### src/hdl/lsc_pkg.sv
// ----------------------------------------------------------------------------
// Leak state classifier package
// Shared widths, register indexes, status codes, scoring constants and the
// stage-two control structure of the leak state classifier.
// ----------------------------------------------------------------------------
package lsc_pkg;

    // Field widths.
    localparam int DATA_W  = 16;
    localparam int RISK_W  = 7;
    localparam int CNT_W   = 4;
    localparam int CFG_IDX_W = 4;

    // Default values of the module parameters.
    localparam int NO_FLOW_MAX_DEF       = 5;
    localparam int CRITICAL_READINGS_DEF = 3;
    localparam int ALERT_READINGS_DEF    = 2;
    localparam int COUNT_CAP_DEF         = 10;

    typedef logic [CFG_IDX_W-1:0] cfg_index_t;

    // Configuration register indexes.
    localparam cfg_index_t REG_DEMO_MODE       = 4'd0;
    localparam cfg_index_t REG_FLOW_ALERT      = 4'd1;
    localparam cfg_index_t REG_FLOW_CRITICAL   = 4'd2;
    localparam cfg_index_t REG_PRS_ALERT       = 4'd3;
    localparam cfg_index_t REG_PRS_CRITICAL    = 4'd4;
    localparam cfg_index_t REG_PRS_RECOVERY    = 4'd5;
    localparam cfg_index_t REG_FLOW_EXIT       = 4'd6;
    localparam cfg_index_t REG_PRS_EXIT        = 4'd7;

    // Reset values of the threshold registers.
    localparam logic [DATA_W-1:0] FLOW_ALERT_RST    = 16'd200;
    localparam logic [DATA_W-1:0] FLOW_CRITICAL_RST = 16'd280;
    localparam logic [DATA_W-1:0] PRS_ALERT_RST     = 16'd2200;
    localparam logic [DATA_W-1:0] PRS_CRITICAL_RST  = 16'd1700;
    localparam logic [DATA_W-1:0] PRS_RECOVERY_RST  = 16'd2800;
    localparam logic [DATA_W-1:0] FLOW_EXIT_RST     = 16'd80;
    localparam logic [DATA_W-1:0] PRS_EXIT_RST      = 16'd2600;

    // Result status codes.
    typedef enum logic [1:0] {
        ST_NORMAL = 2'd0,
        ST_ALERT  = 2'd1,
        ST_LEAK   = 2'd2,
        ST_ERROR  = 2'd3
    } status_t;

    // Clamped span widths and score numerator width.
    localparam int FSPAN_W = 9;
    localparam int PSPAN_W = 11;
    localparam int NUM_W   = 18;

    // Normal ranges: flow 60..280, pressure 3000 down to 1700.
    localparam logic [DATA_W-1:0]  NRM_FLOW_LO   = 16'd60;
    localparam logic [DATA_W-1:0]  NRM_FLOW_HI   = 16'd280;
    localparam logic [FSPAN_W-1:0] NRM_FLOW_SPAN = 9'd220;
    localparam logic [DATA_W-1:0]  NRM_PRS_LO    = 16'd1700;
    localparam logic [DATA_W-1:0]  NRM_PRS_HI    = 16'd3000;
    localparam logic [PSPAN_W-1:0] NRM_PRS_SPAN  = 11'd1300;

    // Demo ranges: flow 900..1400, pressure 350 down to 120.
    localparam logic [DATA_W-1:0]  DEMO_FLOW_LO   = 16'd900;
    localparam logic [DATA_W-1:0]  DEMO_FLOW_HI   = 16'd1400;
    localparam logic [FSPAN_W-1:0] DEMO_FLOW_SPAN = 9'd500;
    localparam logic [DATA_W-1:0]  DEMO_PRS_LO    = 16'd120;
    localparam logic [DATA_W-1:0]  DEMO_PRS_HI    = 16'd350;
    localparam logic [PSPAN_W-1:0] DEMO_PRS_SPAN  = 11'd230;

    // Score weights: 55/45 scaled so the score is numerator / divisor.
    // Normal: (65*fn + 9*pn) / 260. Demo: (253*fn + 450*pn) / 2300.
    localparam logic [NUM_W-1:0] NRM_FLOW_WT  = 18'd65;
    localparam logic [NUM_W-1:0] NRM_PRS_WT   = 18'd9;
    localparam logic [NUM_W-1:0] DEMO_FLOW_WT = 18'd253;
    localparam logic [NUM_W-1:0] DEMO_PRS_WT  = 18'd450;

    // Score of 35 expressed as numerator thresholds (35 * divisor).
    localparam logic [NUM_W-1:0] NRM_RISK_HI_NUM  = 18'd9100;
    localparam logic [NUM_W-1:0] DEMO_RISK_HI_NUM = 18'd80500;

    // Divisors reduced by 4 (65 and 575), done as multiply by ceil(2^24/d).
    // The numerator is first shifted right by two.
    localparam int RECIP_W     = 18;
    localparam int RECIP_SHIFT = 24;
    localparam int PROD_W      = 34;
    localparam logic [RECIP_W-1:0] NRM_RECIP  = 18'd258112;
    localparam logic [RECIP_W-1:0] DEMO_RECIP = 18'd29178;

    // Risk caps and fixed values.
    localparam logic [RISK_W-1:0] RISK_ERROR    = 7'd5;
    localparam logic [RISK_W-1:0] RISK_CAP_LOW  = 7'd15;
    localparam logic [RISK_W-1:0] RISK_CAP_HLTH = 7'd20;
    localparam logic [RISK_W-1:0] RISK_MAX      = 7'd100;

    // Flow above which the line counts as pressurized.
    localparam logic [DATA_W-1:0] LATCH_FLOW_MIN = 16'd20;

    // Decisions made in stage one and carried to stage two.
    typedef struct packed {
        logic             demo;
        logic             sensor_ok;
        logic             no_flow;
        logic             f_anom;
        logic             f_crit;
        logic             p_low;
        logic             p_crit;
        logic             p_recov;
        logic             f_exit;
        logic             p_exit;
        logic             f_latch;
        logic             risk_hi;
        logic [NUM_W-1:0] num;
    } s2_t;

endpackage

### src/hdl/leak_state_classifier_unit.sv
// ----------------------------------------------------------------------------
// Leak state classifier unit
// Classifies flow and pressure readings as normal, alert, leak or sensor
// error with counter hysteresis, and gives a 0..100 risk score.
// ----------------------------------------------------------------------------
// The block takes one reading per clock cycle while the result channel is
// not stalled, and returns one result for each, in order. A reading goes
// through three register stages: the input register, a stage that holds
// the threshold decisions and the weighted score numerator, and the result
// register. The score division is one constant reciprocal multiplier in
// the second stage, and the alert and critical counters and the
// pressurized latch are updated as a reading moves into the result
// register, so consecutive readings see each other's history with no
// gaps. Configuration writes are taken in any cycle and must be made while
// no reading is in flight.
module leak_state_classifier_unit #(
    parameter int NO_FLOW_MAX       = lsc_pkg::NO_FLOW_MAX_DEF,
    parameter int CRITICAL_READINGS = lsc_pkg::CRITICAL_READINGS_DEF,
    parameter int ALERT_READINGS    = lsc_pkg::ALERT_READINGS_DEF,
    parameter int COUNT_CAP         = lsc_pkg::COUNT_CAP_DEF
) (
    input  logic                        clk,
    input  logic                        rst_n,
    // Configuration write channel.
    input  logic                        cfg_valid,
    output logic                        cfg_ready,
    input  lsc_pkg::cfg_index_t         cfg_index,
    input  logic [lsc_pkg::DATA_W-1:0]  cfg_data,
    // Reading channel.
    input  logic                        in_valid,
    output logic                        in_ready,
    input  logic [lsc_pkg::DATA_W-1:0]  flow,
    input  logic [lsc_pkg::DATA_W-1:0]  pressure,
    input  logic                        sensor_ok,
    // Result channel.
    output logic                        out_valid,
    input  logic                        out_ready,
    output lsc_pkg::status_t            status,
    output logic [lsc_pkg::RISK_W-1:0]  risk
);
    import lsc_pkg::*;

    localparam logic [CNT_W-1:0]  CAP_C    = CNT_W'(COUNT_CAP);
    localparam logic [CNT_W-1:0]  CRIT_C   = CNT_W'(CRITICAL_READINGS);
    localparam logic [CNT_W-1:0]  ALERT_C  = CNT_W'(ALERT_READINGS);
    localparam logic [DATA_W-1:0] NOFLOW_C = DATA_W'(NO_FLOW_MAX);

    // Configuration registers.
    logic              demo_mode_reg;
    logic [DATA_W-1:0] flow_alert_reg;
    logic [DATA_W-1:0] flow_crit_reg;
    logic [DATA_W-1:0] prs_alert_reg;
    logic [DATA_W-1:0] prs_crit_reg;
    logic [DATA_W-1:0] prs_recov_reg;
    logic [DATA_W-1:0] flow_exit_reg;
    logic [DATA_W-1:0] prs_exit_reg;

    // Pipeline valids and payloads.
    logic              s1_valid_reg;
    logic [DATA_W-1:0] s1_flow_reg;
    logic [DATA_W-1:0] s1_prs_reg;
    logic              s1_ok_reg;
    logic              s2_valid_reg;
    s2_t               s2_reg;
    s2_t               s2_next;
    logic              out_valid_reg;
    status_t           status_reg;
    status_t           status_next;
    logic [RISK_W-1:0] risk_reg;
    logic [RISK_W-1:0] risk_next;

    // Classifier state.
    logic [CNT_W-1:0]  alert_cnt_reg;
    logic [CNT_W-1:0]  alert_cnt_next;
    logic [CNT_W-1:0]  crit_cnt_reg;
    logic [CNT_W-1:0]  crit_cnt_next;
    logic              press_reg;
    logic              press_next;

    // Stage enables.
    logic out_en;
    logic s2_en;
    logic s1_en;

    // Stage-one arithmetic.
    logic [FSPAN_W-1:0] fn_nrm;
    logic [FSPAN_W-1:0] fn_demo;
    logic [PSPAN_W-1:0] pn_nrm;
    logic [PSPAN_W-1:0] pn_demo;
    logic [NUM_W-1:0]   num_nrm;
    logic [NUM_W-1:0]   num_demo;

    // Stage-two arithmetic.
    logic [DATA_W-1:0]  quot_in;
    logic [RECIP_W-1:0] recip;
    logic [PROD_W-1:0]  prod;
    logic [RISK_W-1:0]  score;
    logic [RISK_W-1:0]  score_cap_low;
    logic [RISK_W-1:0]  score_cap_hlth;
    logic               crit;
    logic               alert;
    logic               healthy;
    logic               press_eff;
    logic [CNT_W-1:0]   alert_inc;
    logic [CNT_W-1:0]   alert_dec;
    logic [CNT_W-1:0]   crit_inc;
    logic [CNT_W-1:0]   crit_dec;

    // Handshake: each stage moves when the stage after it can take it.
    assign out_en    = !out_valid_reg || out_ready;
    assign s2_en     = !s2_valid_reg || out_en;
    assign s1_en     = !s1_valid_reg || s2_en;
    assign in_ready  = s1_en;
    assign cfg_ready = 1'b1;
    assign out_valid = out_valid_reg;
    assign status    = status_reg;
    assign risk      = risk_reg;

    // Configuration register writes; unknown indexes are dropped.
    always_ff @(posedge clk or negedge rst_n)
    begin
        if (!rst_n)
        begin
            demo_mode_reg  <= 1'b0;
            flow_alert_reg <= FLOW_ALERT_RST;
            flow_crit_reg  <= FLOW_CRITICAL_RST;
            prs_alert_reg  <= PRS_ALERT_RST;
            prs_crit_reg   <= PRS_CRITICAL_RST;
            prs_recov_reg  <= PRS_RECOVERY_RST;
            flow_exit_reg  <= FLOW_EXIT_RST;
            prs_exit_reg   <= PRS_EXIT_RST;
        end
        else if (cfg_valid)
        begin
            unique case (cfg_index)
                REG_DEMO_MODE:     demo_mode_reg  <= cfg_data[0];
                REG_FLOW_ALERT:    flow_alert_reg <= cfg_data;
                REG_FLOW_CRITICAL: flow_crit_reg  <= cfg_data;
                REG_PRS_ALERT:     prs_alert_reg  <= cfg_data;
                REG_PRS_CRITICAL:  prs_crit_reg   <= cfg_data;
                REG_PRS_RECOVERY:  prs_recov_reg  <= cfg_data;
                REG_FLOW_EXIT:     flow_exit_reg  <= cfg_data;
                REG_PRS_EXIT:      prs_exit_reg   <= cfg_data;
                default:           ;
            endcase
        end
    end

    // Clamped flow and pressure fractions for both ranges.
    always_comb
    begin
        if (s1_flow_reg <= NRM_FLOW_LO)
            fn_nrm = '0;
        else if (s1_flow_reg >= NRM_FLOW_HI)
            fn_nrm = NRM_FLOW_SPAN;
        else
            fn_nrm = FSPAN_W'(s1_flow_reg - NRM_FLOW_LO);

        if (s1_flow_reg <= DEMO_FLOW_LO)
            fn_demo = '0;
        else if (s1_flow_reg >= DEMO_FLOW_HI)
            fn_demo = DEMO_FLOW_SPAN;
        else
            fn_demo = FSPAN_W'(s1_flow_reg - DEMO_FLOW_LO);

        if (s1_prs_reg >= NRM_PRS_HI)
            pn_nrm = '0;
        else if (s1_prs_reg <= NRM_PRS_LO)
            pn_nrm = NRM_PRS_SPAN;
        else
            pn_nrm = PSPAN_W'(NRM_PRS_HI - s1_prs_reg);

        if (s1_prs_reg >= DEMO_PRS_HI)
            pn_demo = '0;
        else if (s1_prs_reg <= DEMO_PRS_LO)
            pn_demo = DEMO_PRS_SPAN;
        else
            pn_demo = PSPAN_W'(DEMO_PRS_HI - s1_prs_reg);
    end

    // Weighted score numerators by constant coefficients.
    assign num_nrm  = NUM_W'(fn_nrm) * NRM_FLOW_WT + NUM_W'(pn_nrm) * NRM_PRS_WT;
    assign num_demo = NUM_W'(fn_demo) * DEMO_FLOW_WT + NUM_W'(pn_demo) * DEMO_PRS_WT;

    // Stage-one decisions against the thresholds.
    always_comb
    begin
        s2_next.demo      = demo_mode_reg;
        s2_next.sensor_ok = s1_ok_reg;
        s2_next.no_flow   = demo_mode_reg && (s1_flow_reg <= NOFLOW_C);
        s2_next.f_anom    = s1_flow_reg >= flow_alert_reg;
        s2_next.f_crit    = s1_flow_reg >= flow_crit_reg;
        s2_next.p_low     = s1_prs_reg <= prs_alert_reg;
        s2_next.p_crit    = s1_prs_reg <= prs_crit_reg;
        s2_next.p_recov   = s1_prs_reg >= prs_recov_reg;
        s2_next.f_exit    = s1_flow_reg <= flow_exit_reg;
        s2_next.p_exit    = s1_prs_reg >= prs_exit_reg;
        s2_next.f_latch   = s1_flow_reg > LATCH_FLOW_MIN;
        if (demo_mode_reg)
        begin
            s2_next.num     = num_demo;
            s2_next.risk_hi = num_demo >= DEMO_RISK_HI_NUM;
        end
        else
        begin
            s2_next.num     = num_nrm;
            s2_next.risk_hi = num_nrm >= NRM_RISK_HI_NUM;
        end
    end

    // Score quotient by reciprocal multiplication, exact over the value range.
    assign quot_in = s2_reg.num[NUM_W-1:2];
    assign recip   = s2_reg.demo ? DEMO_RECIP : NRM_RECIP;
    assign prod    = PROD_W'(quot_in) * PROD_W'(recip);
    assign score   = prod[RECIP_SHIFT+RISK_W-1:RECIP_SHIFT];

    assign score_cap_low  = (score > RISK_CAP_LOW)  ? RISK_CAP_LOW  : score;
    assign score_cap_hlth = (score > RISK_CAP_HLTH) ? RISK_CAP_HLTH : score;

    // Saturating and floored counter steps.
    assign alert_inc = (alert_cnt_reg >= CAP_C) ? CAP_C : alert_cnt_reg + 1'b1;
    assign crit_inc  = (crit_cnt_reg >= CAP_C) ? CAP_C : crit_cnt_reg + 1'b1;
    assign alert_dec = (alert_cnt_reg == '0) ? '0 : alert_cnt_reg - 1'b1;
    assign crit_dec  = (crit_cnt_reg == '0) ? '0 : crit_cnt_reg - 1'b1;

    // Classification conditions, using the latch as updated by this reading.
    assign press_eff = press_reg || s2_reg.p_recov || s2_reg.f_latch;
    assign crit      = (s2_reg.f_crit && s2_reg.p_low) || (s2_reg.f_anom && s2_reg.p_crit)
                       || (s2_reg.demo && press_eff && s2_reg.p_crit);
    assign alert     = s2_reg.f_anom || s2_reg.p_low || s2_reg.risk_hi;
    assign healthy   = s2_reg.f_exit && s2_reg.p_exit && !s2_reg.risk_hi;

    // Stage-two status, risk and state update.
    always_comb
    begin
        alert_cnt_next = alert_cnt_reg;
        crit_cnt_next  = crit_cnt_reg;
        press_next     = press_reg;
        status_next    = ST_NORMAL;
        risk_next      = score;
        if (!s2_reg.sensor_ok)
        begin
            alert_cnt_next = '0;
            crit_cnt_next  = '0;
            status_next    = ST_ERROR;
            risk_next      = RISK_ERROR;
        end
        else if (s2_reg.no_flow)
        begin
            alert_cnt_next = '0;
            crit_cnt_next  = '0;
            risk_next      = score_cap_low;
        end
        else
        begin
            press_next = press_eff;
            if (s2_reg.p_recov && s2_reg.f_exit)
            begin
                // Fast recovery to normal.
                alert_cnt_next = '0;
                crit_cnt_next  = '0;
                risk_next      = score_cap_low;
            end
            else if (crit)
            begin
                alert_cnt_next = alert_inc;
                crit_cnt_next  = crit_inc;
                status_next    = (crit_inc >= CRIT_C) ? ST_LEAK : ST_ALERT;
            end
            else if (alert)
            begin
                alert_cnt_next = alert_inc;
                crit_cnt_next  = crit_dec;
                status_next    = (alert_inc >= ALERT_C) ? ST_ALERT : ST_NORMAL;
            end
            else if (healthy)
            begin
                alert_cnt_next = '0;
                crit_cnt_next  = '0;
                risk_next      = score_cap_hlth;
            end
            else
            begin
                alert_cnt_next = alert_dec;
                crit_cnt_next  = crit_dec;
                if (crit_dec >= CRIT_C)
                    status_next = ST_LEAK;
                else if (alert_dec != '0)
                    status_next = ST_ALERT;
                else
                    status_next = ST_NORMAL;
            end
        end
    end

    // Control registers: stage valids and classifier state.
    always_ff @(posedge clk or negedge rst_n)
    begin
        if (!rst_n)
        begin
            s1_valid_reg  <= 1'b0;
            s2_valid_reg  <= 1'b0;
            out_valid_reg <= 1'b0;
            alert_cnt_reg <= '0;
            crit_cnt_reg  <= '0;
            press_reg     <= 1'b0;
        end
        else
        begin
            if (s1_en)
                s1_valid_reg <= in_valid;
            if (s2_en)
                s2_valid_reg <= s1_valid_reg;
            if (out_en)
                out_valid_reg <= s2_valid_reg;
            if (out_en && s2_valid_reg)
            begin
                alert_cnt_reg <= alert_cnt_next;
                crit_cnt_reg  <= crit_cnt_next;
                press_reg     <= press_next;
            end
        end
    end

    // Payload registers.
    always_ff @(posedge clk)
    begin
        if (s1_en && in_valid)
        begin
            s1_flow_reg <= flow;
            s1_prs_reg  <= pressure;
            s1_ok_reg   <= sensor_ok;
        end
        if (s2_en && s1_valid_reg)
            s2_reg <= s2_next;
        if (out_en && s2_valid_reg)
        begin
            status_reg <= status_next;
            risk_reg   <= risk_next;
        end
    end

    // The counters never pass their cap.
    assert property (@(posedge clk) disable iff (!rst_n)
        alert_cnt_reg <= CAP_C && crit_cnt_reg <= CAP_C)
    else $error("classifier counter above cap");

    // Once set, the pressurized latch stays set until reset.
    assert property (@(posedge clk) disable iff (!rst_n)
        press_reg |=> press_reg)
    else $error("pressurized latch cleared without reset");

    // A sensor error result always carries the fixed error risk.
    assert property (@(posedge clk) disable iff (!rst_n)
        out_valid_reg && status_reg == ST_ERROR |-> risk_reg == RISK_ERROR)
    else $error("sensor error with wrong risk");

    // Scores stay within the percent range.
    assert property (@(posedge clk) disable iff (!rst_n)
        out_valid_reg |-> risk_reg <= RISK_MAX)
    else $error("risk above 100");

    // A leak result is backed by the critical counter that produced it.
    assert property (@(posedge clk) disable iff (!rst_n)
        out_valid_reg && status_reg == ST_LEAK |-> crit_cnt_reg >= CRIT_C)
    else $error("leak reported with low critical count");

endmodule

### config.mk
export PLATFORM = sky130hd
export DESIGN_NAME = leak_state_classifier_unit
export DESIGN_NICKNAME = d
export VERILOG_FILES = /design/src/hdl/lsc_pkg.sv /design/src/hdl/leak_state_classifier_unit.sv
export SDC_FILE = /design/constraint.sdc
export NUM_CORES = 1
export LEC_CHECK = 0
export ABC_AREA = 1
export ABC_CLOCK_PERIOD_IN_PS = 6820
export BUFFER_PORTS_ARGS = -buffer_cell sky130_fd_sc_hd__buf_4
export CORE_UTILIZATION = 55
export CTS_CLUSTER_DIAMETER = 80
export DETAILED_ROUTE_END_ITERATION = 10
export PLACE_DENSITY = 0.75
export SLEW_MARGIN = 25
export SYNTH_ARGS = -nofsm -noshare
export SYNTH_HDL_FRONTEND = slang
export SYNTH_SLANG_ARGS = --single-unit
### constraint.sdc
create_clock -name clk -period 6.82 [get_ports clk]
set_input_delay 0.341 -clock clk [delete_from_list [all_inputs] [get_ports clk]]
set_output_delay 0.341 -clock clk [all_outputs]
set_load 0.01 [all_outputs]
==> Word-level counts from Yosys, hierarchy flattened <==
Cells that the tools add are included.
{ "word_totals": {"regBits": 197, "out_inout_bits": 12} }
{ "classes": {"addsub": 10, "mul": 5, "n_lt_le_gt_ge": 26, "n_eq_ne": 7, "muxes": 42, "n_bitwise": 1, "reduce_logical": 37} }
{ "ops": {"columns": ["op", "count"], "rows": [
  ["16-bit greater-or-equal comparator", 4],
  ["4-bit two-way mux", 16],
  ["7-bit two-way mux", 7],
  ["16-bit <= comparator", 3],
  ["11-bit two-way mux", 4],
  ["9-bit two-way mux", 4],
  ["16-bit by 9-bit greater-or-equal comparator with 1-bit output (second input constant)", 2],
  ["16-bit by 18-bit multiplier with 31-bit output", 1],
  ["19-bit two-way mux", 1],
  ["17-bit by 18-bit adder with 18-bit output", 1],
  ["18-bit by 17-bit greater-or-equal comparator with 1-bit output (second input constant)", 1],
  ["18-bit two-way mux", 1],
  ["16-bit by 15-bit adder with 17-bit output", 1],
  ["17-bit by 14-bit greater-or-equal comparator with 1-bit output (second input constant)", 1],
  ["11-bit by 8-bit multiplier with 17-bit output (second input constant)", 1],
  ["9-bit by 8-bit multiplier with 17-bit output (second input constant)", 1],
  ["4-bit by 3-bit == test with 1-bit output (second input constant)", 4],
  ["16-bit by 11-bit greater-or-equal comparator with 1-bit output (second input constant)", 1],
  ["16-bit by 12-bit greater-or-equal comparator with 1-bit output (second input constant)", 1],
  ["16-bit by 5-bit greater-than comparator with 1-bit output (second input constant)", 1],
  ["16-bit by 10-bit <= comparator with 1-bit output (second input constant)", 1],
  ["16-bit by 11-bit <= comparator with 1-bit output (second input constant)", 1],
  ["16-bit by 3-bit <= comparator with 1-bit output (second input constant)", 1],
  ["16-bit by 6-bit <= comparator with 1-bit output (second input constant)", 1],
  ["25 further kinds", 68]
]} }

==> Depth between registers and ports, before layout <==
Gate-level depths: netlist (run 1).
{ "logic_depth": {"ltp_word": 10, "depth_mapped": 41} }

==> Worst setup path after synthesis (run 1) <==
No wires, ideal clock.
{ "synth_timing": {"kind": "reg-to-reg", "startpoint": "reg s1_prs_reg[6]", "endpoint": "reg s2_reg[18] in the netlist's numbering, data pin", "setup_ps": 254, "arrival_time_ps": 6504, "required_ps": 6566, "path_slack_ps": 62, "path_stages_with_launch": 38, "path_buffers": 0, "path_cell_list": "edfxtp_1 inv_1 nor2_1 nand3_1 o31ai_1 o21ai_0 nand3_1 nor2_1 inv_1 nor2_1 nand2_1 o21ai_0 inv_1 ha_1 ha_1 fa_1 ha_1 ha_1 [2 not listed] xor2_1 ha_1 inv_1 fa_1 fa_1 inv_1 ha_1 nand2_1 inv_1 a21oi_1 nand2_1 nand2_1 nand2_1 a21oi_1 xor2_1 nand3_1 a21oi_1 nand2_1"} }
{ "synth_lines": {"columns": ["element", "line_no", "rtl"], "rows": [
  ["start, declared", "leak_state_classifier_unit.sv:61", "logic [DATA_W-1:0] s1_prs_reg;"],
  ["start signal, assigned", "leak_state_classifier_unit.sv:331", "s1_prs_reg <= pressure;"],
  ["end signal, assigned", "leak_state_classifier_unit.sv:335", "s2_reg <= s2_next;"],
  ["end, declared", "leak_state_classifier_unit.sv:64", "s2_t s2_reg;"]
]} }

==> results of run 1 <==
==> repair_timing <==
action,CTS,global route
resized for setup,34,64
setup buffers,3,14
hold buffers,1,0
pin swaps,12,48
setup endpoints to repair,6,15
hold endpoints to repair,33,0
==> through the flow <==
stage	util [%]	worst slack [ps]	setup TNS (ps)	cell area, µm²
after global placement	59.8	-73.4	-73.4	24500
after global routing	62.7	-393	-1240	25700
after CTS	61.8	1.23	0	25300
after floorplan	-	61.7	0	22900
final	62.7	-37.2	-37.2	25700
after detailed placement	59.8	-225	-601	24500
==> worst max-delay path: cells and delay by family (launching register included) <==
kind	cells	cell delay, ps
flops	1	440
compound gates	6	950
fa+ha+maj	10	3750
buf+inv	6	430
xor+xnor	1	200
simple gates	9	830
==> cell usage after synthesis (all sizes together) (3+ instances only) <==
cell | count | area share [%]
nand2 | 503 | 8.4
xnor2 | 17 | 0.65
inv | 660 | 11
nor2 | 164 | 2.8
ha | 390 | 21
nand4 | 31 | 0.85
a21oi | 112 | 2.5
nand3 | 78 | 1.8
buf | 4 | 0.13
dfrtp | 98 | 11
a21o | 5 | 0.16
nor3 | 30 | 0.66
a211oi | 6 | 0.20
or2 | 3 | 0.082
dfstp | 27 | 3.1
edfxtp | 70 | 9.2
nand3b | 5 | 0.16
xor2 | 34 | 1.3
a31oi | 12 | 0.33
o2111ai | 6 | 0.23
nor4 | 6 | 0.22
o211ai | 10 | 0.35
fa | 206 | 18
o21bai | 6 | 0.25
o22ai | 5 | 0.14
o21ai | 188 | 4.1
o41ai | 3 | 0.12
clkbuf | 28 | 0.47
o31ai | 5 | 0.16
==> cell usage in the layout (no fill, tap or decap), drive strengths merged, types with 3 or more instances in the layout <==
cell	Yosys	layout
a31oi	12	12
buf	4	159
xor2	34	34
edfxtp	70	70
nand3b	5	5
xnor2	17	17
o2111ai	6	6
nand2	503	503
dfrtp	98	98
nor4	6	6
a21o	5	5
fa	206	206
o31ai	5	5
nor3	30	30
clkinv	2	5
o21bai	6	6
o41ai	3	3
clkbuf	28	17
dfstp	27	27
nand4	31	31
ha	390	390
o21ai	188	188
a21oi	112	112
or2	3	3
nor2	164	164
o211ai	10	10
a211oi	6	6
conb	2	8
nand3	78	78
inv	660	671
o22ai	5	5
==> per-layer routing <==
metal	routed length, µm	share of wire [%]
met2	27600	50
met5	0	0
met1	23900	44
met3	2040	3.7
met4	1290	2.3
==> final timing paths <==
check | from | to | slack, ps | cells past startpoint
worst min-delay path | flow[14] | s1_flow_reg[14] | 40 | 1
worst max register to register | s1_prs_reg[6] | s2_reg[18] | -40 | 32
worst min register to register | s1_ok_reg | s2_reg[28] | 450 | 0
worst max-delay path | s1_prs_reg[6] | s2_reg[18] | -40 | 32
min in group asynchronous | rst_n | prs_recov_reg[0] | 400 | 2
max in group asynchronous | rst_n | flow_alert_reg[11] | 5270 | 3
==> cell type report <==
class                   count  share of cell area, %
flip-flops and latches    195                   20.5
clock inverters            15                  0.697
inverters                 662                   9.73
well taps                 532                   2.59
clock buffers              17                   1.66
repair buffers            160                   4.75
multi-input cells        1850                   60.1
==> cells by family (layout without fill, tap and decap cells) <==
family	count (synthesis)	in the layout	synth area share, %
simple gates	824	824	15.1
buf+inv	694	854	11.5
fa+ha+maj	596	596	39.4
compound gates	371	371	9.04
flops	195	195	23.0
xor+xnor	51	51	1.95
other cells	2	8	0.0329
==> qor.yml, run 1 <==
slew_headroom_pct: 27.9
wl_per_cell_um: 16.0
ys_seq_area_share_pct: 23.0
final_cell_count_no_fill: 3431
timing.hold.ws_ps: 42.6
status: "finished, violations left"
clkSlewWorstSetupHoldPaths_ps: 80
numPortBuffers: 68
hold_viol: 0
finalSetupViolCount: 1
seqCellArea_um2: 5260
synth.avg_cell_area_um2: 8.36
critPathRequiredTime_ps: 7040
worstPathMaxFanout: 4
final.setup_skew_ps: 19.0
die_w_um: 206
multiInputGateArea_um2: 15400
grt_pass1_wl_um: 90800
drc: 0
fin_crit_ps: 6860
clk_latency_ps: 470
nets: 3540
ys_types: 57
synth_cells: 2733
wl_um: 54800
crit_arrival_ps: 7070
critPathLaunchType: "flop"
core_area_um2: 40900
cts_tree: "done"
end_kind: "flop"
rsz0062_at_grt: "true"
antenna_found_initial: 3
first_pass_iters: 5
track_usage_pct: 27.2
violations: "setup timing"
grt_remaining_overflow: 0
grt_max_degree: 86
cts_buffer_depth: 2
gp_congestion: 0.893
ys_warn_count: 0
rows: 74
max_slew.worst_pin.slew_ps: 1050
syn_to_final_growth_pct: 12.3
drive_gt1_share_pct: 11.5
critical_path_class: "flop to flop"
ant_nets: 0
post-route-worst-setup-slack_ps: -37.2
dieHeight_um: 206
worst_path_max_delay_cell: "fa_1"
cts.sink_count: 195
grt_pass1_vias: 18900
finalMaxSlewViolations: 0
vias_per_cell: 5.32
num_io_pins: 70
dr.first_iter.drc_count: 1190
start_util_pct: 55.8
fmax_ghz: 0.146
placed_cells: 3381
die_area_um2: 42400
synthArstFlopShare_pct: 64.1
root_buffer: "clkbuf_16"
synth_flop_cell: "dfrtp_1"
cts_made_buffers: 17
met1_usage_pct: 34.3
post-route-period-util_pct: 101
critPathMaxStageDelay_ps: 560
hp-class: "primary input to flop"
htreeDepth: 4
grt_busiest_layer: "met2"
synth_edf_count: 70
vias: 18200
dp_hpwl_um: 45000
synth-seq-cells: 195
syn_area_um2: 22800
diodes: 0
globalRouteMet3Util_pct: 3.29
use_met2_pct: 48.6
n_fill_cell: 3424
cap_violations: 0
Power of run 1 is left out: the tool's default activity adds up to more than one toggle a clock period on the data nets, which glitch-free logic cannot reach.
==> run 2: changes to the inputs <==
==> constraint.sdc (replaced) <==
create_clock -name clk -period 6.82 [get_ports clk]
set_input_delay 1.023 -clock clk [delete_from_list [all_inputs] [get_ports clk]]
set_output_delay 1.023 -clock clk [all_outputs]
set_load 0.01 [all_outputs]
==> run 2 against run 1 <==
  * Die area unchanged
  * Register-to-register slack improved by 110 ps
  * Clock-buffer cell count increased by 1
  * Core utilization increased by 0.22 points
  * Sequential share of layout area decreased by 0.073 points
  * The run now ends clean
  * Worst setup slack improved by 110 ps
  * Critical path depth unchanged
  * First-iteration DRC count decreased by 1.8%
  * Routed wire length increased by 0.13%
  * Via count increased by 0.33%
  * Final cell count increased by 0.12%
==> qor.yml, run 2 (synthesis results as in run 1) <==
vias: 18300  # was 18.2k
diodes: 0  # unchanged
htreeDepth: 4  # unchanged
reg2reg_setup_slack_ps: 70  # was -40 ps
nets: 3544  # was 3540
slew_headroom_pct: 31.3  # was 27.9%
clkSlewWorstSetupHoldPaths_ps: 90  # was 80 ps
drc: 0  # unchanged
rows: 74  # unchanged
cts_made_buffers: 17  # unchanged
worstRegToRegCells: 32  # unchanged
critPathMaxStageDelay_ps: 540  # was 560 ps
cts_tree: "done"  # unchanged
min_to: "s2_reg[28]"  # was s1_flow_reg[14]
drive_gt1_share_pct: 11.7  # was 11.5%
finalMaxSlewViolations: 0  # unchanged
fmax_ghz: 0.148  # was 0.146 GHz
finalSetupViolCount: 0  # was 1
n_fill_cell: 3461  # was 3424
num_io_pins: 70  # unchanged
end_kind: "flop"  # unchanged
worst_path_max_delay_cell: "fa_1"  # unchanged
track_usage_pct: 27.0  # was 27.2%
core_area_um2: 40900  # unchanged
dieHeight_um: 206  # unchanged
grt_max_degree: 80  # was 86
layout_commonest_cell: "inv_1"  # unchanged
timing.hold.ws_ps: 443  # was 42.6 ps
hp-class: "flop to flop"  # was primary input to flop
numPortBuffers: 68  # unchanged
min_from: "s1_ok_reg"  # was flow[14]
ant_nets: 0  # unchanged
grt_pass1_vias: 18700  # was 18.9k
seqCellArea_um2: 5260  # unchanged
post-route-period-util_pct: 99.0  # was 101%
critPathRequiredTime_ps: 7040  # about the same
gp_congestion: 0.896  # was 0.893
layout_common_cells: "inv_1, nand2_1, ha_1"  # unchanged
critical_path_class: "flop to flop"  # unchanged
wl_um: 54900  # was 54800 µm
wl_per_cell_um: 16.0  # about the same
dp_hpwl_um: 44900  # was 45000 µm
die_area_um2: 42400  # unchanged
rsz0062_at_grt: "true"  # unchanged
root_buffer: "clkbuf_16"  # unchanged
fin_crit_ps: 6750  # was 6860 ps
grt_remaining_overflow: 0  # unchanged
use_met2_pct: 48.8  # was 48.6%
max_slew.worst_pin.slew_ps: 1000  # was 1050 ps
start_util_pct: 55.8  # unchanged
hold_depth: 0  # was 1
syn_to_final_growth_pct: 12.7  # was 12.3%
grt_busiest_layer: "met2"  # unchanged
die_w_um: 206  # unchanged
first_pass_iters: 5  # unchanged
multiInputGateArea_um2: 15500  # was 15400 µm²
timing.rr.end: "s2_reg[18]"  # unchanged
grt_pass1_wl_um: 90300  # was 90800 µm
rr_startpoint: "s1_prs_reg[7]"  # was s1_prs_reg[6]
crit_top_cell: "fa_1"
cts.sink_count: 195  # unchanged
cap_violations: 0  # unchanged
hold_viol: 0  # unchanged
vias_per_cell: 5.33  # was 5.32
status: "finished, final reports clean"  # was finished, violations left
critPathLaunchType: "flop"  # unchanged
met1_usage_pct: 34.0  # was 34.3%
clk_latency_ps: 480  # was 470 ps
crit_arrival_ps: 6970  # was 7070 ps
worstPathMaxFanout: 9  # was 4
globalRouteMet3Util_pct: 3.12  # was 3.29%
dr.first_iter.drc_count: 1169  # was 1190
final.setup_skew_ps: 20.6  # was 19.0 ps
cts_buffer_depth: 2  # unchanged
antenna_found_initial: 1  # was 3
## run 2: cell count changes in the layout (fill, tap and decap cells not counted), sizes merged
cell / before / now
clkinv: 5 / 7
dlygate4sd3: 1 / 0
inv: 671 / 668
clkbuf: 17 / 18
buf: 159 / 164
## run 2: per-stage QoR
step,utilization [%],setup WS [ps],cell area (µm²),cells,setup TNS [ps]
floorplan,-,61.7,22900,2739,0
global placement,59.8,-73.5,24500,3381,-73.5
detailed placement,59.8,-248,24500,3381,-624
CTS,61.9,8.44,25300,3418,0
global route,62.9,-181,25800,3435,-459
finish,62.9,69.2,25800,3435,0
## run 2: routing by layer
layer | part of all wire (%) | wire length [µm] | vias up
met5 | 0 | 0 | -
met4 | 2.2 | 1230 | 0
li1 | - | - | 8953
met2 | 51 | 27800 | 374
met3 | 4.0 | 2170 | 85
met1 | 43 | 23700 | 8885
## run 2: layout make-up
| cell class | instances | share of cell area (%) |
|---|---|---|
| repair buffers | 164 | 4.81 |
| clock buffers | 18 | 1.75 |
| clock inverters | 14 | 0.700 |
| well taps | 532 | 2.58 |
| multi-input cells | 1850 | 60.0 |
| inverters | 662 | 9.68 |
| flip-flops and latches | 195 | 20.4 |
## run 2: critical path: cells and delay by family, from the launching register on
kind                     cells  cell delay [ps]
buffers and inverters        7              800
adder cells (fa/ha/maj)     10             3660
flip-flops                   1              470
AND/OR/NAND/NOR             12             1120
XOR/XNOR                     1              140
AO/OA/AOI/OAI                2              300
## run 2: repair_timing
action / CTS / global route
buffers inserted: 5 / 17
setup endpoints to repair: 6 / 15
hold endpoints to repair: 0 / 0
resized for setup: 41 / 56
pin swaps: 16 / 54
hold buffers: 0 / 0
## run 2: worst max-delay path by stage
stage / slack [ps] / endpoint / from / cells after the start
floorplan: 60 / s2_reg[18] / s1_prs_reg[6] / 37
global placement: -70 / s2_reg[18] / s1_prs_reg[7] / 35
detailed placement: -250 / s2_reg[18] / s1_prs_reg[6] / 36
CTS: 8 / s2_reg[18] / s1_prs_reg[6] / 35
global route: -180 / s2_reg[18] / s1_prs_reg[7] / 38
finish: 70 / s2_reg[18] / s1_prs_reg[7] / 32
Power of run 2 is left out for the same reason.
